File: src/hw/rtl/p8cpu_ram.sv
// Generic single-port RAM with registered read.
module p8cpu_ram #(
   parameter int WIDTH = 8,
   parameter int DEPTH = 256
) (
   input  logic                     clock,
   input  logic                     we,
   input  logic [$clog2(DEPTH)-1:0] addr,
   input  logic [WIDTH-1:0]         wdata,
   output logic [WIDTH-1:0]         rdata
);

   logic [WIDTH-1:0] mem_ff [DEPTH];
   logic [WIDTH-1:0] rdata_ff;

   always_ff @(posedge clock) begin
      if (we) begin
         mem_ff[addr] <= wdata;
      end
      rdata_ff <= mem_ff[addr];
   end

   assign rdata = rdata_ff;

endmodule

File: config.mk
export PLATFORM = sky130hd
export DESIGN_NAME = p8cpu_ram
export DESIGN_NICKNAME = d
export VERILOG_FILES = /design/src/hw/rtl/p8cpu_ram.sv
export SDC_FILE = /design/constraint.sdc
export NUM_CORES = 2
export LEC_CHECK = 0
export BUFFER_PORTS_ARGS = -buffer_cell sky130_fd_sc_hd__buf_2
export CORE_UTILIZATION = 52
export CTS_BUF_LIST = sky130_fd_sc_hd__clkbuf_2
export CTS_CLUSTER_SIZE = 30
export DETAILED_ROUTE_END_ITERATION = 12
export GPL_ROUTABILITY_DRIVEN = 0
export PLACE_DENSITY = 0.67
export SLEW_MARGIN = 10
export SYNTH_ARGS = -nofsm -noshare
export SYNTH_HDL_FRONTEND = slang
export SYNTH_SLANG_ARGS = --single-unit
File: constraint.sdc
create_clock -name clock -period 3 [get_ports clock]
set_input_delay 0.45 -clock clock [delete_from_list [all_inputs] [get_ports clock]]
set_output_delay 0.45 -clock clock [all_outputs]
set_load 0.005 [all_outputs]
==> flow_summary.toml <==
[grt]
first_global_vias = 42700
grt_overflow = 0
antenna_found_initial = 6
grt_max_degree = 114
grt_usage = 0.257
grt_first_pass_wirelength_mm = 282

[cells_and_area]
fill_cells = 10800
register_area_mm2 = 0.0617
area_growth_pct = 14.9
final_core_util = 0.602
drive_above_1_share = 0.387
final_nets = 4468
multiInputGateArea_mm2 = 0.0158

[routing]
wl_mm = 192
ant_nets = 0
via_per_inst = 6.02
post-route-drc-count = 0
routedWlPerCell_um = 28.1
drt-initial-drc-count = 4250
vias = 41100
drtPass1Iterations = 6

[worst_setup_path]
endpoint_kind = "register"
startpoint_type = "input port"
path_class = "in -> reg"
critPathRequiredTime_ns = 4.58
crit_path_max_fanout = 66
arrival_ns = 4.69

[logic_synthesis]
yosysWarnings = 0
syn_nets = 3565
ys_seq_area_frac = 0.786
syn_inst = 3547
ys_types = 22
syn_area_per_cell_um2 = 22.1
synth-simple-area-share = 0.0173
synth_xor_area_frac = 0
synthMuxAreaShare = 0.147
synth_compound_area_frac = 0.0362
ys_ff_latch = 2056
synth_top_family_by_area = "multiplexers"
syn_area_mm2 = 0.0785
synth-adder-area-share = 0

[die]
row_count = 142
core_area_mm2 = 0.150
initial_core_util = 0.524
die_area_mm2 = 0.153
die_h_um = 391
io_pins = 26
die_w_um = 391

[timing]
tightest_slew_ns = 1.18
rsz0062_at_grt = "no"
finalMaxSlewViolations = 0
hold_viol = 0
fin_ws_ns = -0.112
final-setup-viol-count = 7
fin_skew_ns = 0.175
slew_headroom = 0.213
max_freq_ghz = 0.321
period_needed_ns = 3.11
period_share = 1.04

[cts]
path_clk_slew_ns = 0.10
cts_tree = "done"
cts_buffer_depth = 4
cts-buffers-inserted = 497
cts_root_buf = "clkbuf_2"
clk_latency_ns = 1.84
cts_max_level = 5
clock-sinks = 2056
cts_setup_buffers = 0

[flow_run]
cap_violations = 0

[power_and_ir_drop]
vdd_drop_max_uv = 271
total_power_uw = 51800
leakage_uw = 0.0295
p_per_area_mw_per_mm2 = 575

[status]
violations = "negative setup slack"
status = "finished, violations left"

[place]
place_hpwl_mm = 119
port_buffers = 25

[worst_hold_path]
holdCritPathClass = "in -> reg"
==> routing by layer <==
layer | global-route usage | vias up | routed length (um) | part of all wire
li1 | - | 17200 | - | -
met1 | 0.360 | 21500 | 76600 | 0.40
met2 | 0.401 | 2129 | 93400 | 0.49
met3 | 0.0551 | 345 | 17500 | 0.091
met4 | 0.0918 | 6 | 4880 | 0.025
met5 | 0 | - | 46 | 0.00024
==> power breakdown <==
group / internal [uW] / switching (uW)
Clock: 6350 / 10800
Sequential: 31600 / 48.6
Combinational: 1220 / 1790
Total: 39200 / 12600
==> cells in the final DEF (no fill, tap or decap), drive strengths merged, types with 32 or more instances in the layout <==
master / Yosys / routed
a21oi: 128 / 128
a22oi: 256 / 256
buf: 87 / 588
o41ai: 32 / 32
dlygate4sd3: 0 / 48
nor2: 232 / 232
clkbuf: 145 / 712
edfxtp: 2048 / 2048
clkinv: 0 / 148
mux4: 512 / 512
==> per-stage QoR <==
stage	hold WS [ns]	worst slack [ns]	instances	TNS, ns	instance area, um^2
after floorplan	0.549	0.331	3547	0	78500
after global placement	0.876	-0.587	5911	-3.09	85200
after detailed placement	0.884	-0.558	5911	-3.05	85200
after CTS	0.000834	0.00400	6835	0	90200
after global routing	0.0768	0.0423	6839	0	90200
final	0.211	-0.112	6839	-0.189	90200
==> final timing paths <==
check	depth (start not counted)	slack (ns)	to	start
max reg2reg	7	0.32	rdata[7]	mem_ff[251][7]
min reg2reg	5	1.03	rdata[5]	mem_ff[17][5]
min	4	0.21	mem_ff[76][1]	wdata[1]
max	10	-0.11	rdata[4]	addr[2]
==> cell families after synthesis <==
| kind of cell | Yosys count |
|---|---|
| AO/OA/AOI/OAI | 416 |
| buffers and inverters | 233 |
| flip-flops | 2056 |
| multiplexers | 512 |
| AND/OR/NAND/NOR | 330 |
==> cell usage after synthesis <==
master	count	share of area
a21oi_1	128	0.0082
a22oi_1	256	0.024
and2_1	3	0.00024
buf_1	19	0.00091
buf_2	36	0.0023
buf_4	16	0.0015
buf_6	16	0.0023
clkbuf_1	145	0.0069
dfxtp_1	8	0.0020
edfxtp_1	2048	0.78
inv_1	1	0.000048
mux4_2	512	0.15
nand2_1	28	0.0013
nand2b_1	6	0.00048
nand3_1	13	0.00083
nand4_1	8	0.00064
nor2_1	232	0.011
nor2b_1	7	0.00056
nor3_1	30	0.0019
o41ai_1	32	0.0036
or2_2	2	0.00016
or3_1	1	0.000080
==> worst max-delay path: stages <==
cell and delay, ns:
dlygate4sd3_1 0.52, dlygate4sd3_1 0.55, buf_2 0.19, nor2b_4 0.15, dlygate4sd3_1 0.73, buf_12 0.25, a22oi_1 0.37, a21oi_1 0.19
o41ai_1 0.91, nand4_1 0.19
==> area by class of cell <==
type | instances | share of cell area
inverters | 1 | 0.0000416
well taps | 2016 | 0.0280
clock buffers | 712 | 0.0395
diodes | 5 | 0.000139
clock inverters | 155 | 0.00685
flip-flops and latches | 2056 | 0.684
repair buffers | 636 | 0.0664
multi-input cells | 1258 | 0.175
==> flip-flops by register name (all words and copies together), names as in the netlist <==
signal / count
rdata: 8
mem_ff: 2048
==> timing repair <==
item                                    4_1_cts  5_1_grt
hold buffers                                 57        0
endpoints found under the setup margin        7       41
gates resized for setup                      10        6
endpoints found under the hold margin      4104        0
No activity file was read; power rests on OpenSTA's default activity.
