`src/hw/rtl/p8cpu_pkg.sv`:
```
// Shared types and constants of the paged 8-bit CPU core.
package p8cpu_pkg;

   // Opcode groups (instruction bits 7:4)
   localparam logic [3:0] OP_SYS       = 4'h0;
   localparam logic [3:0] OP_SUB       = 4'h1;
   localparam logic [3:0] OP_LOAD      = 4'h2;
   localparam logic [3:0] OP_STORE     = 4'h3;
   localparam logic [3:0] OP_SKIP      = 4'h4;
   localparam logic [3:0] OP_JALR      = 4'h5;
   localparam logic [3:0] OP_NAND      = 4'h6;
   localparam logic [3:0] OP_ADD       = 4'h7;
   localparam logic [3:0] OP_UNARY     = 4'h8;
   localparam logic [3:0] OP_JMPFAR    = 4'h9;
   localparam logic [3:0] OP_STACK     = 4'hA;
   localparam logic [3:0] OP_ILLEGAL   = 4'hB;
   localparam logic [3:0] OP_SLI_FIRST = 4'hC;
   localparam logic [3:0] OP_SLI_LAST  = 4'hF;

   // Sub-codes (instruction bits 1:0)
   localparam logic [1:0] SYS_HALT  = 2'd1;
   localparam logic [1:0] SYS_PAGE  = 2'd3;
   localparam logic [1:0] SKIP_Z    = 2'd0;
   localparam logic [1:0] SKIP_NZ   = 2'd1;
   localparam logic [1:0] SKIP_L    = 2'd2;
   localparam logic [1:0] SKIP_GE   = 2'd3;
   localparam logic [1:0] UN_INC    = 2'd0;
   localparam logic [1:0] UN_DEC    = 2'd1;
   localparam logic [1:0] UN_OUT    = 2'd2;
   localparam logic [1:0] UN_IN     = 2'd3;
   localparam logic [1:0] STK_PUSH  = 2'd0;
   localparam logic [1:0] STK_POP   = 2'd1;
   localparam logic [1:0] STK_PAGE  = 2'd2;

   localparam logic [1:0] REG_C = 2'd2;

   localparam logic [7:0] ROM_LIMIT = 8'h80;
   localparam logic [7:0] FILL_BYTE = 8'hFF;
   localparam logic [7:0] CHAR_LF   = 8'h0A;
   localparam logic [7:0] CHAR_CR   = 8'h0D;

   // Configuration registers
   localparam int         CSR_ADDR_W    = 3;
   localparam logic [0:0] REG_TEXT_MODE = 1'b0;

   // Stream word layout
   localparam int REQ_DATA_W = 32;
   localparam int RSP_DATA_W = 24;

   typedef enum logic [2:0] {
      ST_CLEAR,
      ST_IDLE,
      ST_FETCH,
      ST_DECODE,
      ST_MEMRD,
      ST_DONE
   } state_type;

   typedef struct packed {
      logic capture;
      logic clear_step;
      logic load_write;
      logic fetch;
      logic execute;
      logic mem_wb;
      logic post;
   } cmd_type;

   typedef struct packed {
      logic is_load;
      logic halted;
      logic clear_last;
      logic needs_rd;
      logic rsp_free;
   } status_type;

endpackage

```
`src/hw/rtl/p8cpu_ctrl.sv`:
```
// Sequencing state machine of the CPU core.
module p8cpu_ctrl (
   input  logic                   clock,
   input  logic                   reset,
   input  logic                   req_tvalid,
   output logic                   req_tready,
   input  p8cpu_pkg::status_type  status,
   output p8cpu_pkg::cmd_type     cmd
);

   p8cpu_pkg::state_type state_ff, state_in;

   always_ff @(posedge clock) begin
      if (reset) begin
         state_ff <= p8cpu_pkg::ST_CLEAR;
      end else begin
         state_ff <= state_in;
      end
   end

   // next state
   always_comb begin
      state_in = state_ff;
      unique case (state_ff)
         p8cpu_pkg::ST_CLEAR: begin
            if (status.clear_last) state_in = p8cpu_pkg::ST_IDLE;
         end
         p8cpu_pkg::ST_IDLE: begin
            if (req_tvalid) state_in = p8cpu_pkg::ST_FETCH;
         end
         p8cpu_pkg::ST_FETCH: begin
            if (status.is_load || status.halted) state_in = p8cpu_pkg::ST_DONE;
            else                                 state_in = p8cpu_pkg::ST_DECODE;
         end
         p8cpu_pkg::ST_DECODE: begin
            if (status.needs_rd) state_in = p8cpu_pkg::ST_MEMRD;
            else                 state_in = p8cpu_pkg::ST_DONE;
         end
         p8cpu_pkg::ST_MEMRD: begin
            state_in = p8cpu_pkg::ST_DONE;
         end
         p8cpu_pkg::ST_DONE: begin
            if (status.rsp_free) state_in = p8cpu_pkg::ST_IDLE;
         end
         default: state_in = p8cpu_pkg::ST_CLEAR;
      endcase
   end

   // outputs
   always_comb begin
      cmd        = '0;
      req_tready = 1'b0;
      unique case (state_ff)
         p8cpu_pkg::ST_CLEAR: cmd.clear_step = 1'b1;
         p8cpu_pkg::ST_IDLE: begin
            req_tready  = 1'b1;
            cmd.capture = req_tvalid;
         end
         p8cpu_pkg::ST_FETCH: begin
            cmd.load_write = status.is_load;
            cmd.fetch      = !status.is_load && !status.halted;
         end
         p8cpu_pkg::ST_DECODE: cmd.execute = 1'b1;
         p8cpu_pkg::ST_MEMRD:  cmd.mem_wb  = 1'b1;
         p8cpu_pkg::ST_DONE:   cmd.post    = status.rsp_free;
         default: cmd = '0;
      endcase
   end

endmodule

```
`config.mk`:
```
export PLATFORM = sky130hd
export DESIGN_NAME = p8cpu_ctrl
export DESIGN_NICKNAME = d
export VERILOG_FILES = /design/src/hw/rtl/p8cpu_pkg.sv /design/src/hw/rtl/p8cpu_ctrl.sv
export SDC_FILE = /design/constraint.sdc
export NUM_CORES = 1
export LEC_CHECK = 0
export BUFFER_PORTS_ARGS = -buffer_cell sky130_fd_sc_hd__buf_2
export CELL_PAD_IN_SITES_DETAIL_PLACEMENT = 1
export CELL_PAD_IN_SITES_GLOBAL_PLACEMENT = 1
export CORE_AREA = 2 2 39 41
export DETAILED_ROUTE_END_ITERATION = 16
export DIE_AREA = 0 0 41 43
export PLACE_DENSITY = 0.66
export SKIP_LAST_GASP = 1
export SLEW_MARGIN = 10
export SYNTH_ARGS = -nofsm -noshare
export SYNTH_HDL_FRONTEND = slang
export SYNTH_SLANG_ARGS = --single-unit
```
`constraint.sdc`:
```
create_clock -name clock -period 1.2 [get_ports clock]
set_clock_uncertainty 0.1 [all_clocks]
set_input_delay 0.24 -clock clock [delete_from_list [all_inputs] [get_ports clock]]
set_output_delay 0.24 -clock clock [all_outputs]
set_load 0.1 [all_outputs]
```
==> flow_summary_export.csv, run 1 <==
group,metric,value,unit
outcome,outcome,"complete, but fails checks",
outcome,violations,"negative setup slack",
placed_design,dp_hpwl,837.5,um
final_layout,final_cell_mix,"buf_4 (12), buf_12 (8), buf_2 (7)",
final_layout,top_register,"state_ff",
die,die_y,43,um
final_layout,utilization,0.5307,
die,die_width,41,um
final_layout,drive_above_1_share,0.7681,
synth,ys_seq_area_frac,0.2143,
critical_path,reg2reg_from,"state_ff[0]",
global_routing,first_global_vias,400,
global_routing,grt_use_met3,0.04712,
pwr,peakVddDrop,0.0008023,V
global_routing,grt_pass1_wl,1.814,mm
critical_path,max_stage_delay,0.34,ns
die,rows,14,
final_layout,syn_to_final_growth,162.1,%
critical_path,worstPathArrival,1.21,ns
clocking,cts_buffer_depth,2,
synth,ys_seq_elements,3,
global_routing,grt.total_usage,0.1563,
die,die-area,1763,um2
timing,fin_crit,1.554,ns
die,io_pins,16,
final_layout,instances_no_fill,85,
global_routing,antenna_found_initial,0,
critical_path,crit_path_start_kind,"register",
placed_design,placedCellCount,76,
placed_design,place_area,624.3,um2
clocking,clk_pin_slew_worst_paths,0.04,ns
critical_path,cp_slowest_cell,"dfxtp_2",
timing,rsz0062_at_grt,"yes",
critical_path,criticalPathCategory,"reg2out",
min_path,holdPathStages,2,
routing,dr.pass1.iters,2,
clocking,cts_num_sinks,3,
clocking,clock_latency,0.23,ns
routing,totalWireLength,1.188,mm
die,coreArea,1384,um2
placed_design,gp_congestion,0.8126,
critical_path,critPathBufInv,2,
routing,drtIter0Drc,4,
global_routing,top_usage_layer,"met2",
final_layout,layout.nets,78,
routing,vias_per_cell,4.247,
final_layout,largest_reg_flops,3,
critical_path,ff2ff_path_depth,6,
critical_path,worstPathRequired,0.86,ns
timing,finalSetupViolations,11,
synth,synth_area_per_cell,7.785,um2
timing,period_share,1.295,
critical_path,crit_path_start,"state_ff[0]",
timing,slew_headroom,0.8427,
clocking,cts_buffers,3,
synth,syn_area,280.3,um2
synth,yosysUniqueCellTypes,19,
timing,maxSlewViolCount,0,
routing,post_drt_wl_per_cell,13.98,um
clocking,tritoncts,"built",
final_layout,layout_commonest_cell,"buf_4",
critical_path,cp_top_family,"flip-flops",
global_routing,grt_max_degree,6,
synth,syn-num-nets,44,
timing,tightestPinTransition,0.2334,ns
placed_design,port_buffers,15,
routing,drc,0,
routing,ant_nets,0,
critical_path,crit_fanout,4,
die,start_util,0.2025,
clocking,cts_root_buf,"clkbuf_4",
final_layout,reg.largest.list,"state_ff x3",
job,cap_violations,0,
pwr,p_leak,0.3195,nW
critical_path,cp-end-kind,"output pin",
clocking,htree_num_levels,1,
pwr,p_per_area,1745,nW/um2
timing,finalHoldViolCount,0,
timing,fmax,0.6434,GHz
timing,worst_slack,-0.3542,ns
routing,vias,361,
final_layout,final_cell_area,734.5,um2
global_routing,use_met2,0.2750,
global_routing,gr-total-overflow,0,
critical_path,crit_cells,4,
critical_path,path_cells,"buf_6 -> nor3_4 -> nor2b_4 -> buf_12",
min_path,hp-start,"reset",
synth,synthCells,36,
final_layout,diodes,0,
synth,yosysWarningCount,0,
global_routing,grt_util_met1,0.1693,
min_path,hp-class,"in2reg",
==> metal layers <==
| layer | part of all wire | vias to the layer above |
|---|---|---|
| met3 | 0.035 | 0 |
| met1 | 0.39 | 168 |
| met5 | 0 | - |
| met4 | 0 | 0 |
| met2 | 0.58 | 8 |
| li1 | - | 185 |
==> stage by stage <==
| stage | hold WS, ns | setup TNS, ns | power (mW) | setup slack (ns) |
|---|---|---|---|---|
| after global placement | 0.3449 | -0.6048 | 0.9816 | -0.1155 |
| after global routing | 0.1076 | -3.066 | 1.336 | -0.3820 |
| after floorplan | 0.2045 | -3.283 | 0.6996 | -0.6561 |
| final | 0.1066 | -2.672 | 1.282 | -0.3542 |
| after CTS | 0.1008 | -2.456 | 1.243 | -0.3620 |
| after detailed placement | 0.3452 | -0.8656 | 0.9982 | -0.1627 |
==> logic make-up (layout without fill, tap and decap cells) <==
group	count (synthesis)	count (layout)	synth area share
multiplexers	1	1	0.03572
buffers and inverters	5	38	0.1116
flip-flops	3	3	0.2143
AO/OA/AOI/OAI	7	7	0.1786
AND/OR/NAND/NOR	20	20	0.4598
==> repair_timing <==
item | in CTS | in global routing
setup endpoints to repair | 11 | 10
pin swaps | 4 | 1
hold buffers | 0 | 0
gates resized for setup | 12 | 3
buffers inserted | 4 | 2
==> synth_stat cells <==
cell type | count | area, um2
nand2b_1 | 1 | 6.260
buf_2 | 1 | 5.000
mux2i_1 | 1 | 10.01
nand2b_4 | 2 | 27.53
nor3b_1 | 2 | 15.01
buf_4 | 1 | 7.510
o21ai_0 | 1 | 5.000
dfxtp_1 | 3 | 60.06
nor3_1 | 1 | 5.000
a21oi_1 | 4 | 20.02
buf_6 | 1 | 11.26
and2_1 | 2 | 12.51
o41ai_2 | 1 | 16.27
nand2_1 | 4 | 15.01
o22a_1 | 1 | 8.760
inv_1 | 2 | 7.510
nor3_4 | 1 | 16.27
nor2b_1 | 2 | 12.51
nor2_1 | 5 | 18.77
==> report_power, final <==
| group | internal, mW | switching (mW) | total (mW) |
|---|---|---|---|
| Combinational | 0.412 | 0.536 | 0.948 |
| Clock | 0.125 | 0.0540 | 0.179 |
| Sequential | 0.123 | 0.0314 | 0.155 |
==> worst paths after layout <==
| check | to | slack [ns] |
|---|---|---|
| setup reg to reg | state_ff[1] | -0.07 |
| hold reg to reg | state_ff[0] | 0.57 |
| hold / removal | state_ff[2] | 0.11 |
| setup / recovery | cmd[3] | -0.35 |
==> layout make-up <==
type	count	area [um2]
clock buffer	4	26.28
fill	157	649.4
inverter	2	7.507
multi-input combinational	28	270.3
sequential	3	68.82
tap	16	20.02
timing repair buffer	32	341.6
Power figures use the tool's default switching activity.
==> inputs of run 2 (changes only) <==
--- a/config.mk
+++ b/config.mk
@@ -5,13 +5,15 @@
 export SDC_FILE = /design/constraint.sdc
 export NUM_CORES = 1
 export LEC_CHECK = 0
+export ABC_AREA = 1
 export BUFFER_PORTS_ARGS = -buffer_cell sky130_fd_sc_hd__buf_2
+export CAP_MARGIN = 30
 export CELL_PAD_IN_SITES_DETAIL_PLACEMENT = 1
 export CELL_PAD_IN_SITES_GLOBAL_PLACEMENT = 1
 export CORE_AREA = 2 2 39 41
 export DETAILED_ROUTE_END_ITERATION = 16
 export DIE_AREA = 0 0 41 43
-export PLACE_DENSITY = 0.66
+export PLACE_DENSITY = 0.7
 export SKIP_LAST_GASP = 1
 export SLEW_MARGIN = 10
 export SYNTH_ARGS = -nofsm -noshare
==> flow_summary_export.csv, run 2 <==
group,metric,value,unit
clocking,cts_num_sinks,3,
final_layout,drive_above_1_share,0.7436,
clocking,clk_pin_slew_worst_paths,0.04,ns
routing,totalWireLength,1.294,mm
critical_path,rrSetupSlack,-0.15,ns
critical_path,reg2reg_to,"state_ff[0]",
clocking,clock_latency,0.23,ns
critical_path,crit_fanout,3,
final_layout,top_register,"state_ff",
critical_path,crit_path_start_kind,"register",
final_layout,syn_to_final_growth,165.7,%
pwr,power.total,2.111,mW
synth,synth.top_cells.by_area,"dfxtp_1 (20%), inv_1 (10%), nor2_1 (7.5%)",
synth,syn-num-nets,54,
die,die_width,41,um
synth,synth_area_per_cell,6.501,um2
final_layout,layout_commonest_cell,"buf_12",
final_layout,diodes,0,
synth,yosysUniqueCellTypes,20,
critical_path,worstPathRequired,0.86,ns
die,io_pins,16,
timing,fmax,0.6301,GHz
placed_design,port_buffers,15,
placed_design,placedCellCount,84,
placed_design,dp_slack,-0.1685,ns
routing,drc,0,
min_path,hp-start,"reset",
critical_path,worstPathArrival,1.25,ns
routing,vias_per_cell,4.543,
final_layout,reg.largest.list,"state_ff x3",
synth,synth_edf_count,0,
synth,synthArstFlopShare,0,
min_path,min_to,"state_ff[0]",
routing,post_drt_wl_per_cell,13.77,um
timing,slew_headroom,0.8211,
clocking,cts_root_buf,"clkbuf_4",
routing,drtIter0Drc,1,
synth,synthCells,46,
clocking,cts_buffers,3,
die,coreArea,1384,um2
synth,syn_area,299.0,um2
final_layout,instances_no_fill,94,
synth,netlist.area_leader.share,0.2008,
critical_path,reg2reg_from,"state_ff[0]",
timing,finalHoldViolCount,0,
critical_path,ff2ff_path_depth,7,
global_routing,grt.total_usage,0.1447,
clocking,htree_num_levels,1,
job,cap_violations,0,
global_routing,grt_pass1_wl,1.759,mm
min_path,hp-class,"in2reg",
placed_design,place_area,666.9,um2
critical_path,cp-end-kind,"output pin",
die,die-area,1763,um2
pwr,p_per_area,2657,nW/um2
global_routing,gr-total-overflow,0,
synth,synth_flop_cell,"dfxtp_1",
die,start_util,0.2161,
timing,rsz0062_at_grt,"yes",
clocking,cts_buffer_depth,2,
timing,worst_slack,-0.3871,ns
final_layout,layout.nets,87,
global_routing,first_global_vias,444,
pwr,p_leak,0.3440,nW
placed_design,dp_hpwl,841.3,um
pwr,peakVddDrop,0.001453,V
final_layout,fillCellCount,161,
timing,finalSetupViolations,11,
synth,yosysWarningCount,0,
routing,vias,427,
timing,maxSlewViolCount,0,
outcome,outcome,"complete, but fails checks",
die,die_y,43,um
timing,tightestPinTransition,0.2664,ns
synth,ys_seq_elements,3,
critical_path,criticalPathCategory,"reg2out",
routing,dr.pass1.iters,2,
final_layout,largest_reg_flops,3,
final_layout,final_cell_mix,"buf_12 (10), nor2_4 (7), buf_2 (7), buf_4 (7), buf_6 (6)",
synth,synth_common_cells,"inv_1 (8), nor2_1 (6), nand2_1 (5), dfxtp_1 (3), inv_2 (3)",
synth,ys_seq_area_frac,0.2008,
routing,ant_nets,0,
timing,period_share,1.323,
global_routing,grt_max_degree,8,
timing,fin_setup_tns,-2.943,ns
final_layout,final_cell_area,794.5,um2
outcome,violations,"negative setup slack",
synth,yosys.area.top_type,"dfxtp_1",
placed_design,gp_congestion,0.7431,
clocking,tritoncts,"built",
min_path,holdPathStages,2,
synth,yosysMostFrequentCell,"inv_1",
timing,fin_crit,1.587,ns
global_routing,antenna_found_initial,0,
die,rows,14,
## run 2: layout make-up
type / count / area, um2 / share of cell area
timing repair buffer: 30 / 355.3 / 0.4472
inverter: 11 / 63.81 / 0.08031
tap: 16 / 20.02 / 0.02520
clock buffer: 4 / 26.28 / 0.03307
sequential: 3 / 71.32 / 0.08976
multi-input combinational: 30 / 257.7 / 0.3244
## run 2: what timing repair did
item / in CTS / in global routing
hold buffers: 0 / 0
gates resized for setup: 11 / 6
pin swaps: 9 / 5
endpoints found under the setup margin: 11 / 11
endpoints found under the hold margin: 0 / 0
buffers inserted: 2 / 5
## run 2: kinds of logic (layout without fill, tap and decap cells)
| group | Yosys count | after routing | share of synthesized area |
|---|---|---|---|
| and+or+nand+nor | 26 | 26 | 0.5314 |
| AOI/OAI and AO/OA | 4 | 4 | 0.07946 |
| DFF | 3 | 3 | 0.2008 |
| buffers and inverters | 13 | 45 | 0.1883 |
## run 2: power breakdown
group / internal (mW) / switching [mW]
registers: 0.149 / 0.0888
logic: 0.725 / 0.974
clock network: 0.124 / 0.0500
total: 0.998 / 1.11
## run 2: metal layers
metal,global-route usage,vias to the layer above,wire length (um)
met3,0.01571,2,36
met1,0.1613,204,492
met4,0.06000,0,17
met5,0,-,0
li1,-,210,-
met2,0.2563,11,749
## run 2: how the worst max path moves through the flow
stage / start / end / slack, ns
final: state_ff[1] / cmd[6] / -0.39
after detailed placement: state_ff[2] / cmd[6] / -0.17
after global placement: state_ff[1] / cmd[4] / -0.15
after global routing: state_ff[1] / cmd[6] / -0.45
after CTS: state_ff[1] / cmd[6] / -0.40
after floorplan: state_ff[2] / cmd[6] / -0.65
## run 2: critical path: stages (launching register included)
cell	delay, ns
dfxtp_4	0.35
buf_12	0.13
nor4_4	0.32
buf_12	0.21
## run 2: metrics by stage
| stage | utilization | hold slack (ns) |
|---|---|---|
| 6_report | 0.5741 | 0.09281 |
| 5_1_grt | 0.5741 | 0.09299 |
| 4_1_cts | 0.5353 | 0.08812 |
| 3_5_place_dp | 0.4819 | 0.3359 |
| 3_3_place_gp | 0.4819 | 0.3369 |
| 2_1_floorplan | - | 0.2002 |
==> inputs of run 3 (changes only) <==
--- a/config.mk
+++ b/config.mk
@@ -13,7 +13,7 @@
 export CORE_AREA = 2 2 39 41
 export DETAILED_ROUTE_END_ITERATION = 16
 export DIE_AREA = 0 0 41 43
-export PLACE_DENSITY = 0.7
+export PLACE_DENSITY = 0.61
 export SKIP_LAST_GASP = 1
 export SLEW_MARGIN = 10
 export SYNTH_ARGS = -nofsm -noshare
==> constraint.sdc (replaced) <==
create_clock -name clock -period 1.89 [get_ports clock]
set_clock_uncertainty 0.1 [all_clocks]
set_input_delay 0.378 -clock clock [delete_from_list [all_inputs] [get_ports clock]]
set_output_delay 0.378 -clock clock [all_outputs]
set_load 0.1 [all_outputs]
==> flow_summary_export.csv, run 3 (synthesized netlist as in run 2, its figures left out) <==
group,metric,value,unit
outcome,outcome,"finished clean",
die,die_width,41,um
timing,fin_crit,1.783,ns
critical_path,crit_path_start_kind,"register",
routing,post_drt_wl_per_cell,10.10,um
timing,maxSlewViolCount,0,
timing,tightestPinTransition,0.4834,ns
job,cap_violations,0,
timing,finalHoldViolCount,0,
critical_path,reg2reg_from,"state_ff[0]",
final_layout,diodes,0,
die,die_y,43,um
clocking,cts_root_buf,"clkbuf_4",
die,coreArea,1384,um2
die,rows,14,
global_routing,antenna_found_initial,0,
die,die-area,1763,um2
die,start_util,0.2161,
timing,period_share,0.9434,
final_layout,reg.largest.list,"state_ff x3",
clocking,cts_buffer_depth,2,
critical_path,ff2ff_path_depth,4,
clocking,clock_latency,0.23,ns
final_layout,syn_to_final_growth,85.36,%
pwr,peakVddDrop,0.0008670,V
clocking,hold_buffers,0,
final_layout,instances_no_fill,79,
placed_design,placedCellCount,75,
final_layout,largest_reg_flops,3,
routing,totalWireLength,798,um
routing,vias_per_cell,4.342,
timing,rsz0062_at_grt,"no",
pwr,p_leak,0.2491,nW
final_layout,drive_above_1_share,0.5714,
critical_path,worstPathArrival,1.31,ns
routing,dr.pass1.iters,2,
clocking,cts_num_sinks,3,
clocking,cts_buffers,3,
critical_path,rrSetupSlack,0.72,ns
global_routing,first_global_vias,340,
routing,ant_nets,0,
placed_design,gp_congestion,0.6647,
placed_design,dp_hpwl,698.8,um
critical_path,criticalPathCategory,"reg2out",
final_layout,layout.nets,72,
clocking,clk_pin_slew_worst_paths,0.04,ns
critical_path,cp-end-kind,"output pin",
global_routing,gr-total-overflow,0,
routing,vias,343,
final_layout,top_register,"state_ff",
timing,hold_ws,0.2435,ns
critical_path,worstPathRequired,1.41,ns
timing,fmax,0.5608,GHz
critical_path,crit_path_start,"state_ff[1]",
global_routing,grt_pass1_wl,1.393,mm
die,io_pins,16,
clocking,tritoncts,"built",
routing,drtIter0Drc,2,
critical_path,reg2reg_to,"state_ff[1]",
clocking,cts_setup_buffers,0,
min_path,hp-class,"in2reg",
clocking,htree_num_levels,1,
timing,slew_headroom,0.6800,
timing,finalSetupViolations,0,
global_routing,grt_max_degree,9,
final_layout,utilization,0.4005,
pwr,power.total,927.3,uW
placed_design,port_buffers,15,
routing,drc,0,
critical_path,crit_fanout,5,
critical_path,crit_end,"cmd[4]",
global_routing,grt.total_usage,0.1177,
pwr,p_per_area,1673,nW/um2
final_layout,final_cell_mix,"inv_1 (8), buf_2 (8), buf_12 (7)",
-- run 3: cell types whose count changed in the layout (fill, tap and decap cells not counted), sizes merged --
cell and change:
buf -15, clkinvlp -2, inv +2
-- run 3: final cells by class --
class | instances | area, um2
Tap cell | 16 | 20.02
Fill cell | 174 | 829.5
Clock buffer | 4 | 26.28
Sequential cell | 3 | 66.31
Inverter | 11 | 41.29
Timing Repair Buffer | 15 | 180.2
Multi-Input combinational cell | 30 | 220.2
-- run 3: where the power goes --
| part | internal, mW | total [mW] | leakage, nW | switching (mW) |
|---|---|---|---|---|
| clock network | 0.0790 | 0.110 | 0.0150 | 0.0308 |
| registers | 0.0892 | 0.146 | 0.0261 | 0.0569 |
| logic | 0.198 | 0.671 | 0.208 | 0.474 |
-- run 3: worst max-delay path, stage by stage (launching register included) --
cell and delay [ns]:
dfxtp_4 0.39, inv_2 0.08, nor2_4 0.11, inv_2 0.08, nor3_4 0.22, buf_12 0.20
-- run 3: how the worst min path moves through the flow --
| stage | cells after the start | slack [ns] | end | startpoint |
|---|---|---|---|---|
| floorplan | 1 | 0.35 | state_ff[0] | reset |
| global placement | 2 | 0.48 | state_ff[1] | reset |
| detailed placement | 2 | 0.48 | state_ff[1] | reset |
| CTS | 2 | 0.23 | state_ff[1] | reset |
| global route | 2 | 0.24 | state_ff[1] | reset |
| finish | 2 | 0.24 | state_ff[1] | reset |
-- run 3: stage by stage --
stage	setup WS [ns]	setup TNS [ns]	area, um2
global route	0.02122	0	554.3
finish	0.1069	0	554.3
CTS	0.009524	0	550.5
floorplan	-0.1575	-0.3916	336.6
global placement	0.2017	0	521.8
detailed placement	0.1788	0	521.8
-- run 3: what timing repair did --
item | in CTS | in global routing
pin swaps | 0 | 0
setup endpoints to repair | 2 | 3
cloned | 0 | 0
resized for setup | 2 | 2
hold endpoints to repair | 0 | 0
-- run 3: per-layer routing --
| layer | GRT usage | up-vias | routed length [um] |
|---|---|---|---|
| li1 | - | 179 | - |
| met1 | 0.1489 | 153 | 344 |
| met2 | 0.1656 | 11 | 413 |
| met3 | 0.03141 | 0 | 41 |
| met4 | 0.08000 | 0 | 0 |
| met5 | 0 | - | 0 |
